$ cat src/frc_pkg.sv
package frc_pkg;

  localparam int unsigned COUNT_W = 16;
  localparam int unsigned FREQ_W  = 22;
  localparam int unsigned RATE_W  = 24;
  localparam int unsigned THR_W   = 10;
  localparam int unsigned FRAC_W  = 8;

  // Divider datapath: the scaled sample rate fits in 24 bits for any rate up to 65535 Hz
  localparam int unsigned DIVQ_W  = 24;
  localparam int unsigned DIVD_W  = FREQ_W + 1;
  localparam int unsigned ITER_W  = 5;
  localparam int unsigned PROD_W  = 2 * FREQ_W;

  localparam int unsigned SAMPLE_RATE_HZ = 16000;

  localparam logic [FREQ_W-1:0] FREQ_MAX   = '1;
  localparam logic [RATE_W-1:0] RATE_MAX   = '1;
  localparam logic [FREQ_W-1:0] RESET_FREQ = FREQ_W'(10240);

  localparam logic [THR_W-1:0] FREQ_THR_RESET = THR_W'(50);
  localparam logic [THR_W-1:0] RATE_THR_RESET = THR_W'(10);

  // APB register map
  localparam int unsigned PADDR_W = 3;
  localparam int unsigned PDATA_W = 32;
  localparam logic REG_FREQ_THR = 1'b0;
  localparam logic REG_RATE_THR = 1'b1;

endpackage

$ cat src/frc_in_if.sv
interface frc_in_if;
  logic                           valid;
  logic                           ready;
  logic [frc_pkg::COUNT_W-1:0]    period_count;

  modport source (output valid, output period_count, input ready);
  modport sink   (input valid, input period_count, output ready);
endinterface

$ cat src/frc_out_if.sv
interface frc_out_if;
  logic                          valid;
  logic                          ready;
  logic [frc_pkg::FREQ_W-1:0]    frequency;
  logic [frc_pkg::RATE_W-1:0]    rate_of_change;
  logic                          unstable_now;
  logic                          unstable_before;

  modport source (output valid, output frequency, output rate_of_change,
                  output unstable_now, output unstable_before, input ready);
  modport sink   (input valid, input frequency, input rate_of_change,
                  input unstable_now, input unstable_before, output ready);
endinterface

$ cat src/frequency_rocof_stability_check_unit.sv
// Under-frequency and rate-of-change-of-frequency check.
// in_i carries one period count (samples between crossings); out_o returns one
// result per transaction: frequency and |rate of change| in 1/256 Hz units, the
// instability flag for this item and the flag of the item before.
// Thresholds (whole Hz and Hz/s) are written over the APB port: freq threshold
// at address 0, rate threshold at address 4; write them only while idle.
// One item is worked through a single shared restoring divider and a single
// 22x22 multiplier under a small sequencer: the accepting edge loads the
// divider, then 24 divide steps for the frequency, a saturate, a multiply, a
// load, 22 divide steps for the harmonic term, a multiply and a compare, after
// which out_o.valid rises and the result can be taken. When the count is zero
// the frequency divide and saturate are skipped.
// in_i.ready is high only while no item is in flight; the next transaction is
// taken the cycle after the result is taken, not before.
// If the receiver stalls, the result holds in the output register and no new
// item is taken. Reset restores the thresholds to 50 Hz and 10 Hz/s, the
// previous frequency to 40 Hz and the previous flag to stable, and drops any
// item in flight.
module frequency_rocof_stability_check_unit #(
  parameter int unsigned SAMPLE_RATE_HZ = frc_pkg::SAMPLE_RATE_HZ
) (
  input  logic                          clk_i,
  input  logic                          rst_ni,
  frc_in_if.sink                        in_i,
  frc_out_if.source                     out_o,
  input  logic                          psel,
  input  logic                          penable,
  input  logic                          pwrite,
  input  logic [frc_pkg::PADDR_W-1:0]   paddr,
  input  logic [frc_pkg::PDATA_W-1:0]   pwdata,
  output logic [frc_pkg::PDATA_W-1:0]   prdata,
  output logic                          pready
);

  localparam logic [frc_pkg::DIVQ_W-1:0] SCALED_RATE =
    frc_pkg::DIVQ_W'(SAMPLE_RATE_HZ * (2 ** frc_pkg::FRAC_W));

  typedef enum logic [2:0] {
    ST_IDLE, ST_FDIV, ST_FSAT, ST_FMUL, ST_TLOAD, ST_TDIV, ST_RMUL, ST_OUT
  } state_e;

  state_e                           state_q, state_d;
  logic [frc_pkg::THR_W-1:0]        freq_thr_q, freq_thr_d;
  logic [frc_pkg::THR_W-1:0]        rate_thr_q, rate_thr_d;
  logic [frc_pkg::FREQ_W-1:0]       prev_freq_q, prev_freq_d;
  logic                             prev_unst_q, prev_unst_d;
  logic [frc_pkg::FREQ_W-1:0]       freq_q, freq_d;
  logic [frc_pkg::FREQ_W-1:0]       diff_q, diff_d;
  logic [frc_pkg::DIVD_W-1:0]       sum_q, sum_d;
  logic [frc_pkg::DIVD_W-1:0]       div_q, div_d;
  logic [frc_pkg::DIVQ_W-1:0]       rem_q, rem_d;
  logic [frc_pkg::DIVQ_W-1:0]       quo_q, quo_d;
  logic [frc_pkg::ITER_W-1:0]       iter_q, iter_d;
  logic [frc_pkg::PROD_W-1:0]       prod_q, prod_d;
  logic                             out_valid_q, out_valid_d;
  logic [frc_pkg::FREQ_W-1:0]       out_freq_q, out_freq_d;
  logic [frc_pkg::RATE_W-1:0]       out_rate_q, out_rate_d;
  logic                             out_now_q, out_now_d;
  logic                             out_before_q, out_before_d;

  logic                             cfg_wr;
  logic [frc_pkg::FREQ_W-1:0]       mul_a, mul_b;
  logic [frc_pkg::PROD_W-1:0]       mul_p;
  logic [frc_pkg::DIVQ_W-1:0]       rem_sh, rem_sub;
  logic                             take;
  logic [frc_pkg::PROD_W:0]         num;
  logic [frc_pkg::PROD_W-frc_pkg::FRAC_W-1:0] rate_raw;
  logic [frc_pkg::RATE_W-1:0]       rate_sat;
  logic                             now;

  assign pready = 1'b1;
  assign cfg_wr = psel && penable && pwrite;
  assign prdata = (paddr[2] == frc_pkg::REG_RATE_THR)
                  ? frc_pkg::PDATA_W'(rate_thr_q) : frc_pkg::PDATA_W'(freq_thr_q);

  assign in_i.ready            = (state_q == ST_IDLE);
  assign out_o.valid           = out_valid_q;
  assign out_o.frequency       = out_freq_q;
  assign out_o.rate_of_change  = out_rate_q;
  assign out_o.unstable_now    = out_now_q;
  assign out_o.unstable_before = out_before_q;

  // Shared multiplier: f * prev first, then |f - prev| * harmonic term
  assign mul_a = (state_q == ST_FMUL) ? freq_q : diff_q;
  assign mul_b = (state_q == ST_FMUL) ? prev_freq_q : quo_q[frc_pkg::FREQ_W-1:0];
  assign mul_p = mul_a * mul_b;

  // Shared restoring divider step
  assign rem_sh  = {rem_q[frc_pkg::DIVQ_W-2:0], quo_q[frc_pkg::DIVQ_W-1]};
  assign take    = (rem_sh >= frc_pkg::DIVQ_W'(div_q));
  assign rem_sub = rem_sh - frc_pkg::DIVQ_W'(div_q);

  assign num      = {prod_q, 1'b0};
  assign rate_raw = prod_q[frc_pkg::PROD_W-1:frc_pkg::FRAC_W];
  assign rate_sat = (rate_raw[frc_pkg::PROD_W-frc_pkg::FRAC_W-1:frc_pkg::RATE_W] != '0)
                    ? frc_pkg::RATE_MAX : rate_raw[frc_pkg::RATE_W-1:0];
  assign now = (freq_q < frc_pkg::FREQ_W'({freq_thr_q, frc_pkg::FRAC_W'(0)}))
            || (rate_sat > frc_pkg::RATE_W'({rate_thr_q, frc_pkg::FRAC_W'(0)}));

  always_comb begin
    state_d      = state_q;
    freq_thr_d   = freq_thr_q;
    rate_thr_d   = rate_thr_q;
    prev_freq_d  = prev_freq_q;
    prev_unst_d  = prev_unst_q;
    freq_d       = freq_q;
    diff_d       = diff_q;
    sum_d        = sum_q;
    div_d        = div_q;
    rem_d        = rem_q;
    quo_d        = quo_q;
    iter_d       = iter_q;
    prod_d       = prod_q;
    out_valid_d  = out_valid_q;
    out_freq_d   = out_freq_q;
    out_rate_d   = out_rate_q;
    out_now_d    = out_now_q;
    out_before_d = out_before_q;

    if (cfg_wr) begin
      if (paddr[2] == frc_pkg::REG_FREQ_THR) begin
        freq_thr_d = pwdata[frc_pkg::THR_W-1:0];
      end else begin
        rate_thr_d = pwdata[frc_pkg::THR_W-1:0];
      end
    end

    case (state_q)
      ST_IDLE: begin
        if (in_i.valid) begin
          rem_d  = '0;
          quo_d  = SCALED_RATE;
          div_d  = frc_pkg::DIVD_W'(in_i.period_count);
          iter_d = frc_pkg::ITER_W'(frc_pkg::DIVQ_W);
          if (in_i.period_count == '0) begin
            freq_d  = frc_pkg::FREQ_MAX;
            state_d = ST_FMUL;
          end else begin
            state_d = ST_FDIV;
          end
        end
      end
      ST_FDIV, ST_TDIV: begin
        rem_d  = take ? rem_sub : rem_sh;
        quo_d  = {quo_q[frc_pkg::DIVQ_W-2:0], take};
        iter_d = iter_q - 1'b1;
        if (iter_q == frc_pkg::ITER_W'(1)) begin
          state_d = (state_q == ST_FDIV) ? ST_FSAT : ST_RMUL;
        end
      end
      ST_FSAT: begin
        freq_d  = (quo_q[frc_pkg::DIVQ_W-1:frc_pkg::FREQ_W] != '0)
                  ? frc_pkg::FREQ_MAX : quo_q[frc_pkg::FREQ_W-1:0];
        state_d = ST_FMUL;
      end
      ST_FMUL: begin
        prod_d  = mul_p;
        sum_d   = frc_pkg::DIVD_W'(freq_q) + frc_pkg::DIVD_W'(prev_freq_q);
        diff_d  = (freq_q >= prev_freq_q) ? freq_q - prev_freq_q : prev_freq_q - freq_q;
        state_d = ST_TLOAD;
      end
      ST_TLOAD: begin
        // Harmonic term is below 2^22, so the top bits of the numerator are
        // already below the divisor and only 22 steps are needed
        div_d  = sum_q;
        rem_d  = frc_pkg::DIVQ_W'(num[frc_pkg::PROD_W:frc_pkg::FREQ_W]);
        quo_d  = {num[frc_pkg::FREQ_W-1:0], 2'b00};
        iter_d = frc_pkg::ITER_W'(frc_pkg::FREQ_W);
        if (sum_q == '0) begin
          quo_d   = '0;
          state_d = ST_RMUL;
        end else begin
          state_d = ST_TDIV;
        end
      end
      ST_RMUL: begin
        prod_d  = mul_p;
        state_d = ST_OUT;
      end
      ST_OUT: begin
        if (!out_valid_q) begin
          // Finish the compare on the cycle the product lands, then hold
          out_valid_d  = 1'b1;
          out_freq_d   = freq_q;
          out_rate_d   = rate_sat;
          out_now_d    = now;
          out_before_d = prev_unst_q;
          prev_freq_d  = freq_q;
          prev_unst_d  = now;
        end else if (out_o.ready) begin
          out_valid_d = 1'b0;
          state_d     = ST_IDLE;
        end
      end
      default: begin
        state_d = ST_IDLE;
      end
    endcase
  end

  always_ff @(posedge clk_i or negedge rst_ni) begin
    if (!rst_ni) begin
      state_q      <= ST_IDLE;
      freq_thr_q   <= frc_pkg::FREQ_THR_RESET;
      rate_thr_q   <= frc_pkg::RATE_THR_RESET;
      prev_freq_q  <= frc_pkg::RESET_FREQ;
      prev_unst_q  <= 1'b0;
      out_valid_q  <= 1'b0;
      out_freq_q   <= '0;
      out_rate_q   <= '0;
      out_now_q    <= 1'b0;
      out_before_q <= 1'b0;
      iter_q       <= '0;
    end else begin
      state_q      <= state_d;
      freq_thr_q   <= freq_thr_d;
      rate_thr_q   <= rate_thr_d;
      prev_freq_q  <= prev_freq_d;
      prev_unst_q  <= prev_unst_d;
      out_valid_q  <= out_valid_d;
      out_freq_q   <= out_freq_d;
      out_rate_q   <= out_rate_d;
      out_now_q    <= out_now_d;
      out_before_q <= out_before_d;
      iter_q       <= iter_d;
    end
  end

  always_ff @(posedge clk_i) begin
    freq_q <= freq_d;
    diff_q <= diff_d;
    sum_q  <= sum_d;
    div_q  <= div_d;
    rem_q  <= rem_d;
    quo_q  <= quo_d;
    prod_q <= prod_d;
  end

endmodule

$ cat src/flat_wrapper.sv
// flat-port wrapper written by rule: the top's interface ports become plain ports
module frequency_rocof_stability_check_unit_flat 
#(
  parameter int unsigned SAMPLE_RATE_HZ = frc_pkg::SAMPLE_RATE_HZ
)
  (clk_i, rst_ni, psel, penable, pwrite, paddr, pwdata, prdata, pready, in_i_valid, in_i_period_count, in_i_ready, out_o_valid, out_o_frequency, out_o_rate_of_change, out_o_unstable_now, out_o_unstable_before, out_o_ready);
  frc_in_if in_i_i ();
  frc_out_if out_o_i ();
  input  logic clk_i;
  input  logic rst_ni;
  input  logic psel;
  input  logic penable;
  input  logic pwrite;
  input  logic [frc_pkg::PADDR_W-1:0] paddr;
  input  logic [frc_pkg::PDATA_W-1:0] pwdata;
  output logic [frc_pkg::PDATA_W-1:0] prdata;
  output logic pready;
  input wire logic [$bits(in_i_i.valid)-1:0] in_i_valid;
  input wire logic [$bits(in_i_i.period_count)-1:0] in_i_period_count;
  output wire logic [$bits(in_i_i.ready)-1:0] in_i_ready;
  output wire logic [$bits(out_o_i.valid)-1:0] out_o_valid;
  output wire logic [$bits(out_o_i.frequency)-1:0] out_o_frequency;
  output wire logic [$bits(out_o_i.rate_of_change)-1:0] out_o_rate_of_change;
  output wire logic [$bits(out_o_i.unstable_now)-1:0] out_o_unstable_now;
  output wire logic [$bits(out_o_i.unstable_before)-1:0] out_o_unstable_before;
  input wire logic [$bits(out_o_i.ready)-1:0] out_o_ready;
  assign in_i_i.valid = in_i_valid;
  assign in_i_i.period_count = in_i_period_count;
  assign in_i_ready = in_i_i.ready;
  assign out_o_valid = out_o_i.valid;
  assign out_o_frequency = out_o_i.frequency;
  assign out_o_rate_of_change = out_o_i.rate_of_change;
  assign out_o_unstable_now = out_o_i.unstable_now;
  assign out_o_unstable_before = out_o_i.unstable_before;
  assign out_o_i.ready = out_o_ready;
  frequency_rocof_stability_check_unit #(.SAMPLE_RATE_HZ(SAMPLE_RATE_HZ)) u_core (.clk_i(clk_i), .rst_ni(rst_ni), .in_i(in_i_i), .out_o(out_o_i), .psel(psel), .penable(penable), .pwrite(pwrite), .paddr(paddr), .pwdata(pwdata), .prdata(prdata), .pready(pready));
endmodule
$ cat config.mk
export PLATFORM = sky130hd
export DESIGN_NAME = frequency_rocof_stability_check_unit_flat
export DESIGN_NICKNAME = d
export VERILOG_FILES = /design/src/frc_pkg.sv /design/src/frc_in_if.sv /design/src/frc_out_if.sv /design/src/frequency_rocof_stability_check_unit.sv /design/src/flat_wrapper.sv
export SDC_FILE = /design/constraint.sdc
export NUM_CORES = 2
export LEC_CHECK = 0
export BUFFER_PORTS_ARGS = -buffer_cell sky130_fd_sc_hd__buf_2
export CAP_MARGIN = 20
export CORE_ASPECT_RATIO = 0.6
export CORE_MARGIN = 2
export CORE_UTILIZATION = 50
export CTS_CLUSTER_DIAMETER = 50
export DETAILED_ROUTE_END_ITERATION = 7
export GPL_TIMING_DRIVEN = 0
export PLACE_DENSITY = 0.71
export RECOVER_POWER = 25
export SLEW_MARGIN = 0
export SYNTH_ARGS = -nofsm -noshare
export SYNTH_HDL_FRONTEND = slang
export SYNTH_SLANG_ARGS = --single-unit
$ cat constraint.sdc
create_clock -name clk_i -period 12.5 [get_ports clk_i]
set_input_delay 1.25 -clock clk_i [delete_from_list [all_inputs] [get_ports clk_i]]
set_output_delay 1.25 -clock clk_i [all_outputs]
set_load 0.05 [all_outputs]
==> flow_summary_export.csv <==
group,metric,value,unit
run_status,outcome,"finished, violations left",
run_status,violations,"max-capacitance violations, max-slew violations",
setup_path,cp.required,12.76,ns
cells_and_area,drive_gt1_share,8.89,%
clock_network,cts_resized,0,
route,drt_first_iter_violations,3390,
setup_path,end_kind,"flip-flop",
setup_path,path_class,"flip-flop to flip-flop",
grt,gr-usage-all-layers,35.1,%
grt,grt_start_max_net_pins,55,
timing,grt_setup_unrepaired,"false",
clock_network,cts.sinks,259,
synth,ys_warn_count,0,
synth,ys.flop_type,"edfxtp_1",
cells_and_area,nets,4311,
clock_network,cts_hold_buffers,0,
die,io_pins,141,
clock_network,clock_latency,0.55,ns
die,die_area,64600,um2
route,viasPerCell,5.94,
placement,gp_congestion,1.07,
clock_network,cts_max_path_buffers,3,
placement,postPlaceCellArea,33100,um2
setup_path,cp.buffers_inverters,6,
clock_network,cts-htree-levels,1,
route,drtAntennaViolNets,0,
setup_path,cp.depth,26,
die,die_w,327,um
route,wl_per_cell,25.4,um
flow_run,cap_violations,2,
grt,antenna_found_initial,2,
synth,synth-simple-area-share,14.5,%
synth,ys_types,82,
placement,dp_hpwl,94.2,mm
cells_and_area,syn_to_final_growth,8.40,%
setup_path,worstPathArrival,11.58,ns
synth,synth_compound_area_share,11.7,%
synth,synth_adder_area_share,36.4,%
synth,syn_inst,3419,
setup_path,r2r_cells,26,
die,start_util,50.9,%
timing,final_max_slew_viol_count,79,
clock_network,cts_made_buffers,22,
cells_and_area,final_area,33900,um2
timing,min_period,11.32,ns
min_path,min_path_cells,2,
synth,synth-seq-cells,259,
cells_and_area,finalCoreUtilization,55.2,%
timing,clock.fmax,0.0884,GHz
setup_path,critical_path.top_delay_family,"adder cells",
timing,skew,0.0175,ns
synth,synth_area,31300,um2
clock_network,cts_tree,"built",
placement,numPortBuffers,93,
cells_and_area,layout.cells.non_filler,4428,
route,dr_total_vias,26300,
grt,first_global_vias,25400,
route,drt_wl_total,113,mm
setup_path,cpMostUsedCell,"fa_1",
synth,synth_xor_area_share,2.72,%
timing,worst_pin_slew,3.25,ns
setup_path,max_stage_delay,0.73,ns
placement,placed_cells,4380,
synth,yosysSeqAreaShare,23.6,%
route,drc_errors,0,
die,die_y,198,um
timing,hold_viol_final,0,
synth,async_reset_ff_share,30.5,%
die,coreArea,61400,um2
route,drtPass1Iterations,7,
synth,synth_top_family_by_area,"adder cells",
cells_and_area,num_antenna_cells,0,
synth,syn_avg_cell_area,9.15,um2
timing,whs,0.464,ns
timing,period_share,90.5,%
grt,grt-ovfl-total,0,
timing,max_slew_margin,-117,%
setup_path,slowest_stage,"clkbuf_1",
clock_network,postCtsSetupBuffers,0,
die,rows,70,
setup_path,setup.worst_path.start_class,"flip-flop",
clock_network,clockRootBuffer,"clkbuf_16",
clock_network,clk_pin_slew,0.07,ns
min_path,hp-class,"flip-flop to flip-flop",
grt,grt_pass1_wl,166,mm
timing,setup_viol,0,
synth,muxShareOfSynthArea,1.82,%
synth,synth_edf_count,180,
setup_path,crit_fanout,10,
-- layout by cell type, fill, tap and decap left out, types with 18 or more instances in the layout --
master	instances
mux2i_1	23
nand2_1	479
dfrtp_1	72
o21ai_1	48
clkbuf_1	116
nor3_1	31
fa_1	401
edfxtp_1	180
xor2_1	23
a21o_1	53
o21ai_0	125
nand2b_1	20
nor2_1	346
and2_1	18
buf_4	59
conb_1	23
a31oi_1	20
ha_1	268
a21oi_1	145
clkbuf_16	22
buf_2	107
or2_2	43
nand4_1	20
inv_1	521
mux2_2	30
nand3_1	25
o21bai_1	18
a21boi_0	25
xnor2_1	74
-- cell type report --
type / instances / area, um2
Fill cell: 5648 / 27500
Clock buffer: 29 / 597
Sequential cell: 259 / 7390
Timing Repair Buffer: 120 / 734
Inverter: 524 / 1970
Buffer: 184 / 926
Tap cell: 828 / 1040
Multi-Input combinational cell: 2473 / 21100
Clock inverter: 11 / 148
-- state kept, by name, summed over array words and instances (netlist names), 5 cells and up --
signal                       cells
u_core.diff_q                   21
u_core.div_q                    23
u_core.freq_q                   22
u_core.freq_thr_q               10
u_core.iter_q                    5
u_core.out_o.frequency          22
u_core.out_o.rate_of_change     24
u_core.prod_q                   44
u_core.quo_q                    24
u_core.rate_thr_q               10
u_core.rem_q                    23
u_core.sum_q                    23
-- routing by layer --
| layer | global-route usage, % | vias up | part of all wire, % |
|---|---|---|---|
| li1 | - | 11300 | - |
| met1 | 53.6 | 13100 | 44 |
| met2 | 43.6 | 1728 | 36 |
| met3 | 18.4 | 113 | 18 |
| met4 | 4.77 | 4 | 1.4 |
| met5 | 0 | - | 0.12 |
-- worst min-delay path, cell delays in order, from the launching register on --
cell	delay [ns]
dfrtp_1	0.34
nand2_1	0.05
nand2_1	0.05
-- cells by family after synthesis --
group | after synthesis
adder cells (fa/ha/maj) | 669
other | 2
AND/OR/NAND/NOR | 1059
XOR/XNOR | 97
multiplexers | 53
AO/OA/AOI/OAI | 572
flip-flops | 259
buffers and inverters | 708
-- Yosys cell counts, types with 18 or more instances --
cell      number  share of area (%)
mux2i_1       23               0.74
dfrtp_1       72                5.8
clkbuf_1     108                1.3
fa_1         401                 26
nand4_1       20               0.40
o21ai_0      124                2.0
nand3_1       25               0.40
nor2_1       346                4.2
inv_1        521                6.3
buf_4         46                1.1
xor2_1        23               0.64
and2_1        19               0.38
nand2_1      479                5.8
edfxtp_1     180                 17
a31oi_1       20               0.40
ha_1         268                 11
nor3_1        31               0.50
or2_2         43               0.86
o21ai_1       49               0.78
o21bai_1      18               0.43
a21oi_1      145                2.3
xnor2_1       74                2.1
mux2_2        30                1.1
a21o_1        53                1.3
a21boi_0      29               0.70
nand2b_1      20               0.40
-- metrics by stage --
| step | setup TNS (ns) | worst slack (ns) |
|---|---|---|
| 2_1_floorplan | 0 | 3.73 |
| 3_3_place_gp | -0.162 | -0.118 |
| 3_5_place_dp | 0 | 1.96 |
| 4_1_cts | 0 | 1.91 |
| 5_1_grt | 0 | 0.999 |
| 6_report | 0 | 1.18 |
-- path summary, 6_finish.rpt --
path,from,endpoint,slack (ns)
hold reg to reg,u_core.out_o.rate_of_change[3],u_core.out_o.rate_of_change[3],0.46
setup / recovery,u_core.state_q[2],u_core.prod_q[41],1.18
min in group asynchronous,rst_ni,u_core.freq_thr_q[7],0.98
hold / removal,u_core.out_o.rate_of_change[3],u_core.out_o.rate_of_change[3],0.46
setup reg to reg,u_core.state_q[2],u_core.prod_q[41],1.18
max in group asynchronous,rst_ni,u_core.out_o.frequency[12],7.81
Power is left out: the tool's default activity adds up to more than one toggle a clock period on the data nets, which glitch-free logic cannot reach.
